$ cat src/rtl/gsig_pkg.sv
package gsig_pkg;

	// Defaults for the top level parameters
	localparam int EXP_TABLE_DEPTH_DEF = 4096;
	localparam int COORD_BITS_DEF      = 11;

	// Queue depths
	localparam int REQ_QUEUE_DEPTH = 4;
	localparam int RES_QUEUE_DEPTH = 16;

	// Register indexes (byte address = 4*index)
	localparam logic [2:0] REG_FRAME_WIDTH      = 3'd0;
	localparam logic [2:0] REG_FRAME_HEIGHT     = 3'd1;
	localparam logic [2:0] REG_SPOT_ONE_GAIN    = 3'd2;
	localparam logic [2:0] REG_SPOT_ONE_SPREAD  = 3'd3;
	localparam logic [2:0] REG_SPOT_FOUR_GAIN   = 3'd4;
	localparam logic [2:0] REG_SPOT_FOUR_SPREAD = 3'd5;

	// Register reset values
	localparam logic [11:0] FRAME_WIDTH_RST      = 12'd1024;
	localparam logic [11:0] FRAME_HEIGHT_RST     = 12'd512;
	localparam logic [15:0] SPOT_ONE_GAIN_RST    = 16'd16384;
	localparam logic [23:0] SPOT_ONE_SPREAD_RST  = 24'd131072;
	localparam logic [15:0] SPOT_FOUR_GAIN_RST   = 16'd8192;
	localparam logic [23:0] SPOT_FOUR_SPREAD_RST = 24'd131072;

	// Commands
	localparam logic CMD_PIXEL   = 1'b0;
	localparam logic CMD_ADVANCE = 1'b1;

	// Spot motion
	localparam logic        DIR_RIGHT     = 1'b1;
	localparam logic [11:0] SPOT_ONE_RST  = 12'd50;
	localparam logic [11:0] SPOT_FOUR_RST = 12'd450;

	// Exp table in Q.30
	localparam logic [30:0] ONE_Q30 = 31'h4000_0000;

	typedef struct packed {
		logic        cmd;
		logic [10:0] pixel_x;
		logic [10:0] pixel_y;
		logic [7:0]  noise_sample;
	} request_t;

	typedef struct packed {
		logic [7:0]  pixel_value;
		logic [10:0] spot_one_x;
		logic [10:0] spot_four_x;
	} result_t;

	typedef struct packed {
		logic [11:0] frame_width;
		logic [11:0] frame_height;
		logic [15:0] spot_one_gain;
		logic [23:0] spot_one_spread;
		logic [15:0] spot_four_gain;
		logic [23:0] spot_four_spread;
	} cfg_t;

	// Step ratio exp(-s) in Q.30, Taylor sum through the s^8 term
	function automatic logic [63:0] exp_ratio(input logic [63:0] s);
		logic [63:0] term;
		logic [63:0] r;
		term = 64'(ONE_Q30);
		r    = 64'(ONE_Q30);
		for (int k = 1; k <= 8; k++) begin
			term = ((term * s) >> 30) / 64'(k);
			if (k % 2 == 1) begin
				r = r - term;
			end else begin
				r = r + term;
			end
		end
		return r;
	endfunction

endpackage

$ cat src/rtl/gsig_fifo.sv
module gsig_fifo #(
	parameter int WIDTH = 8,
	parameter int DEPTH = 4,
	localparam int PW = $clog2(DEPTH),
	localparam int CW = $clog2(DEPTH + 1)
) (
	input  logic             clk,
	input  logic             arst_n,
	input  logic             wr_en,
	input  logic [WIDTH-1:0] wr_data,
	input  logic             rd_en,
	output logic [WIDTH-1:0] rd_data,
	output logic             full,
	output logic             empty,
	output logic [CW-1:0]    count
);

	logic [WIDTH-1:0] mem_q [DEPTH];
	logic [PW-1:0]    wr_ptr_q;
	logic [PW-1:0]    rd_ptr_q;
	logic [CW-1:0]    cnt_q;
	logic             do_wr;
	logic             do_rd;

	assign full    = (cnt_q == CW'(DEPTH));
	assign empty   = (cnt_q == '0);
	assign count   = cnt_q;
	assign rd_data = mem_q[rd_ptr_q];
	assign do_wr   = wr_en && !full;
	assign do_rd   = rd_en && !empty;

	// pointers and fill level
	always_ff @(posedge clk or negedge arst_n) begin
		if (!arst_n) begin
			wr_ptr_q <= '0;
			rd_ptr_q <= '0;
			cnt_q    <= '0;
		end else begin
			if (do_wr) begin
				wr_ptr_q <= (wr_ptr_q == PW'(DEPTH - 1)) ? '0 : wr_ptr_q + 1'b1;
			end
			if (do_rd) begin
				rd_ptr_q <= (rd_ptr_q == PW'(DEPTH - 1)) ? '0 : rd_ptr_q + 1'b1;
			end
			if (do_wr && !do_rd) begin
				cnt_q <= cnt_q + 1'b1;
			end else if (do_rd && !do_wr) begin
				cnt_q <= cnt_q - 1'b1;
			end
		end
	end

	// storage
	always_ff @(posedge clk) begin
		if (do_wr) begin
			mem_q[wr_ptr_q] <= wr_data;
		end
	end

endmodule

$ cat src/rtl/gsig_front.sv
module gsig_front #(
	parameter int EXP_TABLE_DEPTH = gsig_pkg::EXP_TABLE_DEPTH_DEF,
	localparam int IDX_W = $clog2(EXP_TABLE_DEPTH)
) (
	input  logic                clk,
	input  logic                arst_n,
	// config port
	input  logic                psel,
	input  logic                penable,
	input  logic                pwrite,
	input  logic [4:0]          paddr,
	input  logic [31:0]         pwdata,
	output logic [31:0]         prdata,
	output logic                pready,
	// request side
	input  logic                push,
	input  gsig_pkg::request_t  request,
	output logic                full,
	// toward back end
	output gsig_pkg::cfg_t      cfg,
	output logic                tab_ready,
	output logic                tab_we,
	output logic [IDX_W-1:0]    tab_waddr,
	output logic [30:0]         tab_wdata,
	input  logic                item_pop,
	output gsig_pkg::request_t  item,
	output logic                item_valid
);

	localparam logic [63:0] STEP_S    = (64'd1 << 34) / EXP_TABLE_DEPTH;
	localparam logic [63:0] EXP_RATIO = gsig_pkg::exp_ratio(STEP_S);
	localparam logic [61:0] HALF_Q30  = 62'd1 << 29;

	gsig_pkg::cfg_t   cfg_q;
	logic             wr_hit;
	logic [2:0]       reg_idx;
	logic [IDX_W-1:0] fill_idx_q;
	logic [30:0]      fill_val_q;
	logic             fill_done_q;
	logic [61:0]      fill_prod;
	logic [61:0]      fill_rnd;
	logic             q_full;
	logic             q_empty;
	logic [$clog2(gsig_pkg::REQ_QUEUE_DEPTH + 1)-1:0] q_count;

	assign pready  = 1'b1;
	assign wr_hit  = psel && penable && pwrite;
	assign reg_idx = paddr[4:2];
	assign cfg     = cfg_q;

	// register writes
	always_ff @(posedge clk or negedge arst_n) begin
		if (!arst_n) begin
			cfg_q.frame_width      <= gsig_pkg::FRAME_WIDTH_RST;
			cfg_q.frame_height     <= gsig_pkg::FRAME_HEIGHT_RST;
			cfg_q.spot_one_gain    <= gsig_pkg::SPOT_ONE_GAIN_RST;
			cfg_q.spot_one_spread  <= gsig_pkg::SPOT_ONE_SPREAD_RST;
			cfg_q.spot_four_gain   <= gsig_pkg::SPOT_FOUR_GAIN_RST;
			cfg_q.spot_four_spread <= gsig_pkg::SPOT_FOUR_SPREAD_RST;
		end else if (wr_hit) begin
			unique case (reg_idx)
				gsig_pkg::REG_FRAME_WIDTH:      cfg_q.frame_width      <= pwdata[11:0];
				gsig_pkg::REG_FRAME_HEIGHT:     cfg_q.frame_height     <= pwdata[11:0];
				gsig_pkg::REG_SPOT_ONE_GAIN:    cfg_q.spot_one_gain    <= pwdata[15:0];
				gsig_pkg::REG_SPOT_ONE_SPREAD:  cfg_q.spot_one_spread  <= pwdata[23:0];
				gsig_pkg::REG_SPOT_FOUR_GAIN:   cfg_q.spot_four_gain   <= pwdata[15:0];
				gsig_pkg::REG_SPOT_FOUR_SPREAD: cfg_q.spot_four_spread <= pwdata[23:0];
				default: ;
			endcase
		end
	end

	// register reads
	always_comb begin
		unique case (reg_idx)
			gsig_pkg::REG_FRAME_WIDTH:      prdata = 32'(cfg_q.frame_width);
			gsig_pkg::REG_FRAME_HEIGHT:     prdata = 32'(cfg_q.frame_height);
			gsig_pkg::REG_SPOT_ONE_GAIN:    prdata = 32'(cfg_q.spot_one_gain);
			gsig_pkg::REG_SPOT_ONE_SPREAD:  prdata = 32'(cfg_q.spot_one_spread);
			gsig_pkg::REG_SPOT_FOUR_GAIN:   prdata = 32'(cfg_q.spot_four_gain);
			gsig_pkg::REG_SPOT_FOUR_SPREAD: prdata = 32'(cfg_q.spot_four_spread);
			default:                        prdata = '0;
		endcase
	end

	// exp table fill: entry i = round(entry(i-1) * ratio)
	assign fill_prod = 62'(fill_val_q) * 62'(EXP_RATIO);
	assign fill_rnd  = fill_prod + HALF_Q30;
	assign tab_we    = !fill_done_q;
	assign tab_waddr = fill_idx_q;
	assign tab_wdata = fill_val_q;
	assign tab_ready = fill_done_q;

	always_ff @(posedge clk or negedge arst_n) begin
		if (!arst_n) begin
			fill_idx_q  <= '0;
			fill_val_q  <= gsig_pkg::ONE_Q30;
			fill_done_q <= 1'b0;
		end else if (!fill_done_q) begin
			fill_idx_q <= fill_idx_q + 1'b1;
			fill_val_q <= fill_rnd[60:30];
			if (fill_idx_q == IDX_W'(EXP_TABLE_DEPTH - 1)) begin
				fill_done_q <= 1'b1;
			end
		end
	end

	// request queue, closed until the table is filled
	assign full       = q_full || !fill_done_q;
	assign item_valid = !q_empty;

	gsig_fifo #(
		.WIDTH($bits(gsig_pkg::request_t)),
		.DEPTH(gsig_pkg::REQ_QUEUE_DEPTH)
	) u_req_queue (
		.clk    (clk),
		.arst_n (arst_n),
		.wr_en  (push && !full),
		.wr_data(request),
		.rd_en  (item_pop),
		.rd_data(item),
		.full   (q_full),
		.empty  (q_empty),
		.count  (q_count)
	);

`ifndef ASSERT_OFF
	// nothing enters the queue during the table fill
	a_no_push_in_fill: assert property (@(posedge clk) disable iff (!arst_n)
		!fill_done_q |=> (q_count == '0))
		else $error("request queued during table fill");
	// fill completes after exactly one pass
	a_fill_end: assert property (@(posedge clk) disable iff (!arst_n)
		$rose(fill_done_q) |-> (fill_idx_q == IDX_W'(EXP_TABLE_DEPTH)))
		else $error("table fill ended off the last entry");
	// queue count never exceeds depth
	a_q_bound: assert property (@(posedge clk) disable iff (!arst_n)
		q_count <= ($bits(q_count))'(gsig_pkg::REQ_QUEUE_DEPTH))
		else $error("request queue overflow");
`endif

endmodule

$ cat config.mk
export PLATFORM = sky130hd
export DESIGN_NAME = gsig_front
export DESIGN_NICKNAME = d
export VERILOG_FILES = /design/src/rtl/gsig_pkg.sv /design/src/rtl/gsig_fifo.sv /design/src/rtl/gsig_front.sv
export SDC_FILE = /design/constraint.sdc
export NUM_CORES = 1
export LEC_CHECK = 0
export BUFFER_PORTS_ARGS = -buffer_cell sky130_fd_sc_hd__buf_4
export CAP_MARGIN = 20
export CORE_MARGIN = 2
export CORE_UTILIZATION = 60
export CTS_CLUSTER_DIAMETER = 80
export DETAILED_ROUTE_END_ITERATION = 6
export HOLD_SLACK_MARGIN = 0.06
export PLACE_DENSITY = 0.88
export REMOVE_ABC_BUFFERS = 1
export SLEW_MARGIN = 20
export SYNTH_ARGS = -nofsm -noshare
export SYNTH_HDL_FRONTEND = slang
export SYNTH_HIERARCHICAL = 1
export SYNTH_SLANG_ARGS = --single-unit
export TNS_END_PERCENT = 20
$ cat constraint.sdc
create_clock -name clk -period 10.25 [get_ports clk]
set_input_delay 1.5375 -clock clk [delete_from_list [all_inputs] [get_ports clk]]
set_output_delay 1.5375 -clock clk [all_outputs]
set_load 0.01 [all_outputs]
Word-level counts from Yosys, hierarchy flattened
Memories as Yosys holds them, arrays and structs flattened.
Cells that the tools add are included.
{ "totals": {"register_bits": 155, "output_inout_bits": 215, "word_cells": 61, "in_bits": 75, "ram_bits": 124, "memories": 1} }
{ "memory_table": {"columns": ["memory", "depth", "word_bits", "read_ports", "rd_ports_with_merged_regs", "write_ports", "line_no", "text"], "rows": [
  ["u_req_queue.mem_q", 4, 31, 1, 0, 1, "gsig_fifo.sv:18", "logic [WIDTH-1:0] mem_q [DEPTH];"]
]} }
{ "op_classes": {"n_eq_ne": 9, "n_mux": 9, "multipliers": 1, "reduce_logical": 23, "add_sub_neg": 6} }
{ "ops": {"columns": ["operator", "n"], "rows": [
  ["$pmux 24 s6", 1],
  ["$add 61x30->61 const B", 1],
  ["$mul 31x29->60 const B", 1],
  ["$add 12x1->12 const B", 1],
  ["$eq 12x12->1 const B", 1],
  ["$reduce_and 2->1", 6],
  ["$eq 3x3->1 const B", 3],
  ["$logic_and 1x1->1", 7],
  ["$eq 3x2->1 const B", 2],
  ["$logic_not 1->1", 6],
  ["$logic_not 3->1", 2],
  ["$mux 3", 2],
  ["$add 2x1->2 const B", 2],
  ["$eq 2x2->1 const B", 2],
  ["$mux 1", 4],
  ["$mux 2", 2],
  ["$add 3x1->3 const B", 1],
  ["$eq 3x1->1 const B", 1],
  ["$sub 3x1->3 const B", 1],
  ["$reduce_bool 2->1", 1],
  ["$logic_or 1x1->1", 1]
]} }

Logic depth before layout (Yosys ltp)
{ "logic_depth": {"depth_word": 9, "mapped_depth": 32, "depth_no_buf": 32} }

By module
Netlist, hierarchy kept.
{ "by_module_without_submodules": {"columns": ["module", "instances", "seq_area_each_um2", "area_each_um2", "cells_per_inst"], "rows": [
  ["gsig_front", 1, 3712.3, 22183.8, 2254],
  ["gsig_fifo", 1, 3898.7, 4938.5, 199]
]} }

Worst setup path after synthesis
OpenSTA, ideal clock, no wires.
{ "synth_timing": {"path_type": "reg2reg", "from": "reg fill_val_q[11], in the netlist tab_wdata[11]", "to": "reg fill_val_q[30], in the netlist tab_wdata[30]", "t_arrival_ps": 7840, "setup_time_ps": 98, "n_path_buf": 0, "path_stages_with_launch": 30, "synth_period_minus_slack_ps": 7938, "setup_slack_ps": 2312, "required_ps": 10152, "cell_sequence": "dfrtp_1 > inv_1 > fa_1 > fa_1 > xor2_1 > ha_1 > inv_1 > fa_1 > inv_1 > fa_1 > inv_1 > fa_1 > inv_1 > fa_1 > inv_1 > fa_1 > inv_1 > ha_1 > a21oi_1 > o21ai_0 > a211oi_1 > nor2_1 > nor3_2 > xnor2_4 > nand4_2 > nor4_4 > nand3_2 > or2_0 > a211o_1 > a221oi_1"} }
{ "synth_via": {"elab_chain_len": 2} }
{ "synth_lines": {"columns": ["element", "line_no", "text"], "rows": [
  ["start, declared", "gsig_front.sv:38", "logic [30:0] fill_val_q;"],
  ["start signal, assigned", "gsig_front.sv:97", "fill_val_q <= gsig_pkg::ONE_Q30;"],
  ["start signal, assigned", "gsig_front.sv:101", "fill_val_q <= fill_rnd[60:30];"],
  ["$mul 31x29->60", "gsig_front.sv:87", "assign fill_prod = 62'(fill_val_q) * 62'(EXP_RATIO);"],
  ["$add 61x30->61", "gsig_front.sv:88", "assign fill_rnd = fill_prod + HALF_Q30;"]
]} }
Every way passes these cells.
A chain may end at the register's enable or synchronous reset.

Final worst setup path
{ "layout_timing": {"from": "reg fill_val_q[19], in the netlist tab_wdata[19]", "to": "reg fill_val_q[30], in the netlist tab_wdata[30]"} }
The elaborated chain is that of the path after synthesis.

==> impl_metrics.yaml <==
logic_synthesis:
  synth_commonest_cells: "528 x sky130_fd_sc_hd__inv_1, 326 x sky130_fd_sc_hd__ha_1, 301 x sky130_fd_sc_hd__fa_1"
  library_cell_with_the_largest_summed_area_after_synthesis: "sky130_fd_sc_hd__fa_1"
  seq_area_frac_synth_pct: 28.1
  ys_top_cells_by_area: "sky130_fd_sc_hd__fa_1 22%, sky130_fd_sc_hd__ha_1 15%, sky130_fd_sc_hd__edfxtp_1 14%"
  synth_xor_area_share_pct: 2.97
  complex_gate_fraction_of_the_synthesized_area_pct: 7.21
  synth.most_common_cell: "sky130_fd_sc_hd__inv_1"
  synthMuxAreaShare_pct: 8.70
  synth.ff_latch_count: 279
  yosys.area.top_type_share_pct: 22.2
  synth_simple_gate_area_share_pct: 7.27
  synth_cells: 2453
  synthesis.yosys.warnings: 6
  count_of_flip_flops_with_a_built_in_enable_after_synthesis: 124
  netlist-cell-type-count: 89
  syn-cell-area_mm2: 0.0271
  async_reset_ff_share_pct: 55.6
  synth_adder_area_share_pct: 37.3
  synth_area_per_cell_um2: 11.1
  ys.flop_type: "sky130_fd_sc_hd__dfrtp_1"
  synth_top_family_by_area: "adder cells"
clock_tree:
  clk-insertion-delay-late_ps: 560
  cts_resized: 0
  number_of_buffers_between_clock_root_and_the_deepest_sink: 3
  numClockSinks: 279
  h-tree-depth: 1
  tritoncts: "built"
  path_clk_slew_ps: 70
  numCtsBuffers: 28
  cts_hold_buf: 0
  clk_root_buffer_cell: "sky130_fd_sc_hd__clkbuf_16"
  post-cts-setup-buffer-count: 0
die:
  floorplan.die.height_um: 217
  initial_utilization_pct: 61.1
  core_area_mm2: 0.0444
  die_width_um: 217
  die_area_mm2: 0.0469
  pin_count: 290
  std_cell_rows: 77
hold_path:
  min_path_type: "reg2reg"
timing:
  finClkSkew_ps: 28.4
  finalCritPeriodShare_pct: 91.9
  final_hold_viol_count: 0
  slew-limit-headroom_pct: 30.4
  final.setup.tns_ps: 0
  grt_setup_unrepaired: "no"
  min_cycle_time_layout_ps: 9420
  worst_slew_pin_slew_ps: 1040
  max_freq_mhz: 106
  final-setup-viol-count: 0
  slew_viol_final: 0
grt:
  global_route_wire_length_before_repair_um: 121000
  globalRouteOverflowTotal: 0
  grt_util_all_layers_pct: 33.5
  initial_antenna_violation_count: 1
  vias_in_the_first_global_route: 21500
  grt_start_max_net_pins: 83
critical_path:
  cp.required_ps: 10710
  critical_path.endpoint_type: "register"
  worst_ep_arrival_time_ps: 9880
  worst_setup_path_start_kind: "register"
  crit_fanout: 7
  critical_path_class: "reg2reg"
routing:
  vias_per_cell: 5.96
  dr.first_iter.drc_count: 1510
  postRouteWirelength_um: 76500
  ant_nets: 0
  drc: 0
  drtPass1Iterations: 5
  via_count: 19900
  routed_wire_length_per_instance_um: 22.9
place:
  dp_cells: 3283
  gp_congestion: 1.02
  port-buffer-count: 270
  detailedPlacementHpwl_um: 62100
job:
  max_cap_violations: 0
cells_and_area:
  drive_above_1_share_pct: 19.3
  final_nets: 3423
  layoutNonFillerInstCount: 3335
  layout_overhead_on_the_synthesized_area_pct: 13.2
  fillers: 3089
power_and_ir_drop:
  p_total_mw: 3.13
  cellPowerDensity_mw_per_mm2: 102
  ir_drop_v: 0.000190
  power.static_leakage_nw: 15.9
status:
  outcome: "completed"
## worst max-delay path: stages, from the launching register on
cell and delay, ps:
sky130_fd_sc_hd__dfrtp_1 550, sky130_fd_sc_hd__inv_1 320, sky130_fd_sc_hd__fa_1 670, sky130_fd_sc_hd__inv_1 90
sky130_fd_sc_hd__fa_1 390, sky130_fd_sc_hd__inv_1 120, sky130_fd_sc_hd__fa_1 440, sky130_fd_sc_hd__fa_1 500
sky130_fd_sc_hd__inv_1 60, sky130_fd_sc_hd__fa_1 520, sky130_fd_sc_hd__fa_1 530, sky130_fd_sc_hd__fa_1 500
sky130_fd_sc_hd__inv_1 50, sky130_fd_sc_hd__fa_1 470, sky130_fd_sc_hd__inv_1 40, sky130_fd_sc_hd__ha_1 450
sky130_fd_sc_hd__nand2_1 210, sky130_fd_sc_hd__nor4_2 340, sky130_fd_sc_hd__nand4_1 230, sky130_fd_sc_hd__a311o_1 470
sky130_fd_sc_hd__and3_1 300, sky130_fd_sc_hd__xnor2_1 390, sky130_fd_sc_hd__nand4b_1 290, sky130_fd_sc_hd__nor4_2 330
sky130_fd_sc_hd__nand3_2 190, sky130_fd_sc_hd__a2111oi_1 480, sky130_fd_sc_hd__a2111oi_0 150, sky130_fd_sc_hd__a221oi_1 240
## cells in the final DEF (no fill, tap or decap), drive strengths merged, types with 27 or more instances in the layout
| cell | count |
|---|---|
| inv | 530 |
| a21oi | 87 |
| nand3 | 29 |
| ha | 326 |
| nand4 | 33 |
| o21ai | 72 |
| dfrtp | 148 |
| mux4 | 32 |
| xnor2 | 54 |
| mux2 | 119 |
| fa | 301 |
| buf | 294 |
| xor2 | 35 |
| nand2 | 107 |
| clkbuf | 38 |
| mux2i | 29 |
| nor3 | 27 |
| nor2 | 85 |
| edfxtp | 124 |
## per-layer routing
metal  GRT usage, %  wire [um]  vias to the layer above
met5              0          0                        -
met4           15.3       4170                        0
met3           4.93       5200                      284
met2           56.2      37200                      926
met1           43.3      29900                     9964
li1               -          -                     8691
## report_power, final
part	internal [mW]	total, mW	switching [mW]	leakage [nW]
Sequential	1.26	1.40	0.136	3.11
Combinational	0.407	0.720	0.312	12.4
Clock	0.571	1.01	0.440	0.433
Total	2.24	3.13	0.888	15.9
## state kept, by name (all words and copies together) (netlist names)
name,flops
tab_waddr,12
tab_ready,1
u_req_queue/rd_ptr_q,2
u_req_queue/count,3
u_req_queue/mem_q,124
tab_wdata,31
cfg,104
u_req_queue/wr_ptr_q,2
## cell families after synthesis
logic type | count (synthesis)
buffers and inverters | 592
AOI/OAI and AO/OA | 304
muxes | 180
and+or+nand+nor | 380
adders and majority gates | 627
other | 2
xor gates and xnor gates | 89
DFF | 279
## path summary, 6_finish.rpt
kind	start	depth (start not counted)	end	slack [ps]
max in group asynchronous	arst_n	2	tab_ready$_DFF_PN0_	7650
setup / recovery	tab_wdata[19]$_DFFE_PN0N_	27	tab_wdata[30]$_DFFE_PN1N_	830
min in group asynchronous	arst_n	1	cfg[4]$_DFFE_PN0P_	1030
hold reg to reg	tab_waddr[10]$_DFFE_PN0N_	1	tab_waddr[10]$_DFFE_PN0N_	510
setup reg to reg	tab_wdata[19]$_DFFE_PN0N_	27	tab_wdata[30]$_DFFE_PN1N_	830
hold / removal	tab_waddr[10]$_DFFE_PN0N_	1	tab_waddr[10]$_DFFE_PN0N_	510
## metrics by stage
| stage | instance area (um^2) | worst slack, ps | hold slack, ps | utilization [%] |
|---|---|---|---|---|
| finish | 30700 | 829 | 513 | 69.1 |
| global route | 30700 | 370 | 522 | 69.1 |
| CTS | 30700 | 983 | 512 | 69.1 |
| detailed placement | 29800 | 1040 | 498 | 67.1 |
| global placement | 29800 | 1190 | 480 | 67.1 |
| floorplan | 26800 | 2310 | 501 | - |
## layout make-up
type                    instances  area (um^2)  area share [%]
flip-flops and latches        279         7620            24.8
clock buffers                  38          758            2.47
well taps                     592          741            2.41
repair buffers                294         2210            7.20
diodes                          1         2.50         0.00815
clock inverters                13          136           0.444
inverters                     529         1990            6.47
multi-input cells            1589        17200            56.2
Note: power is estimated with default switching activity, not from simulation.
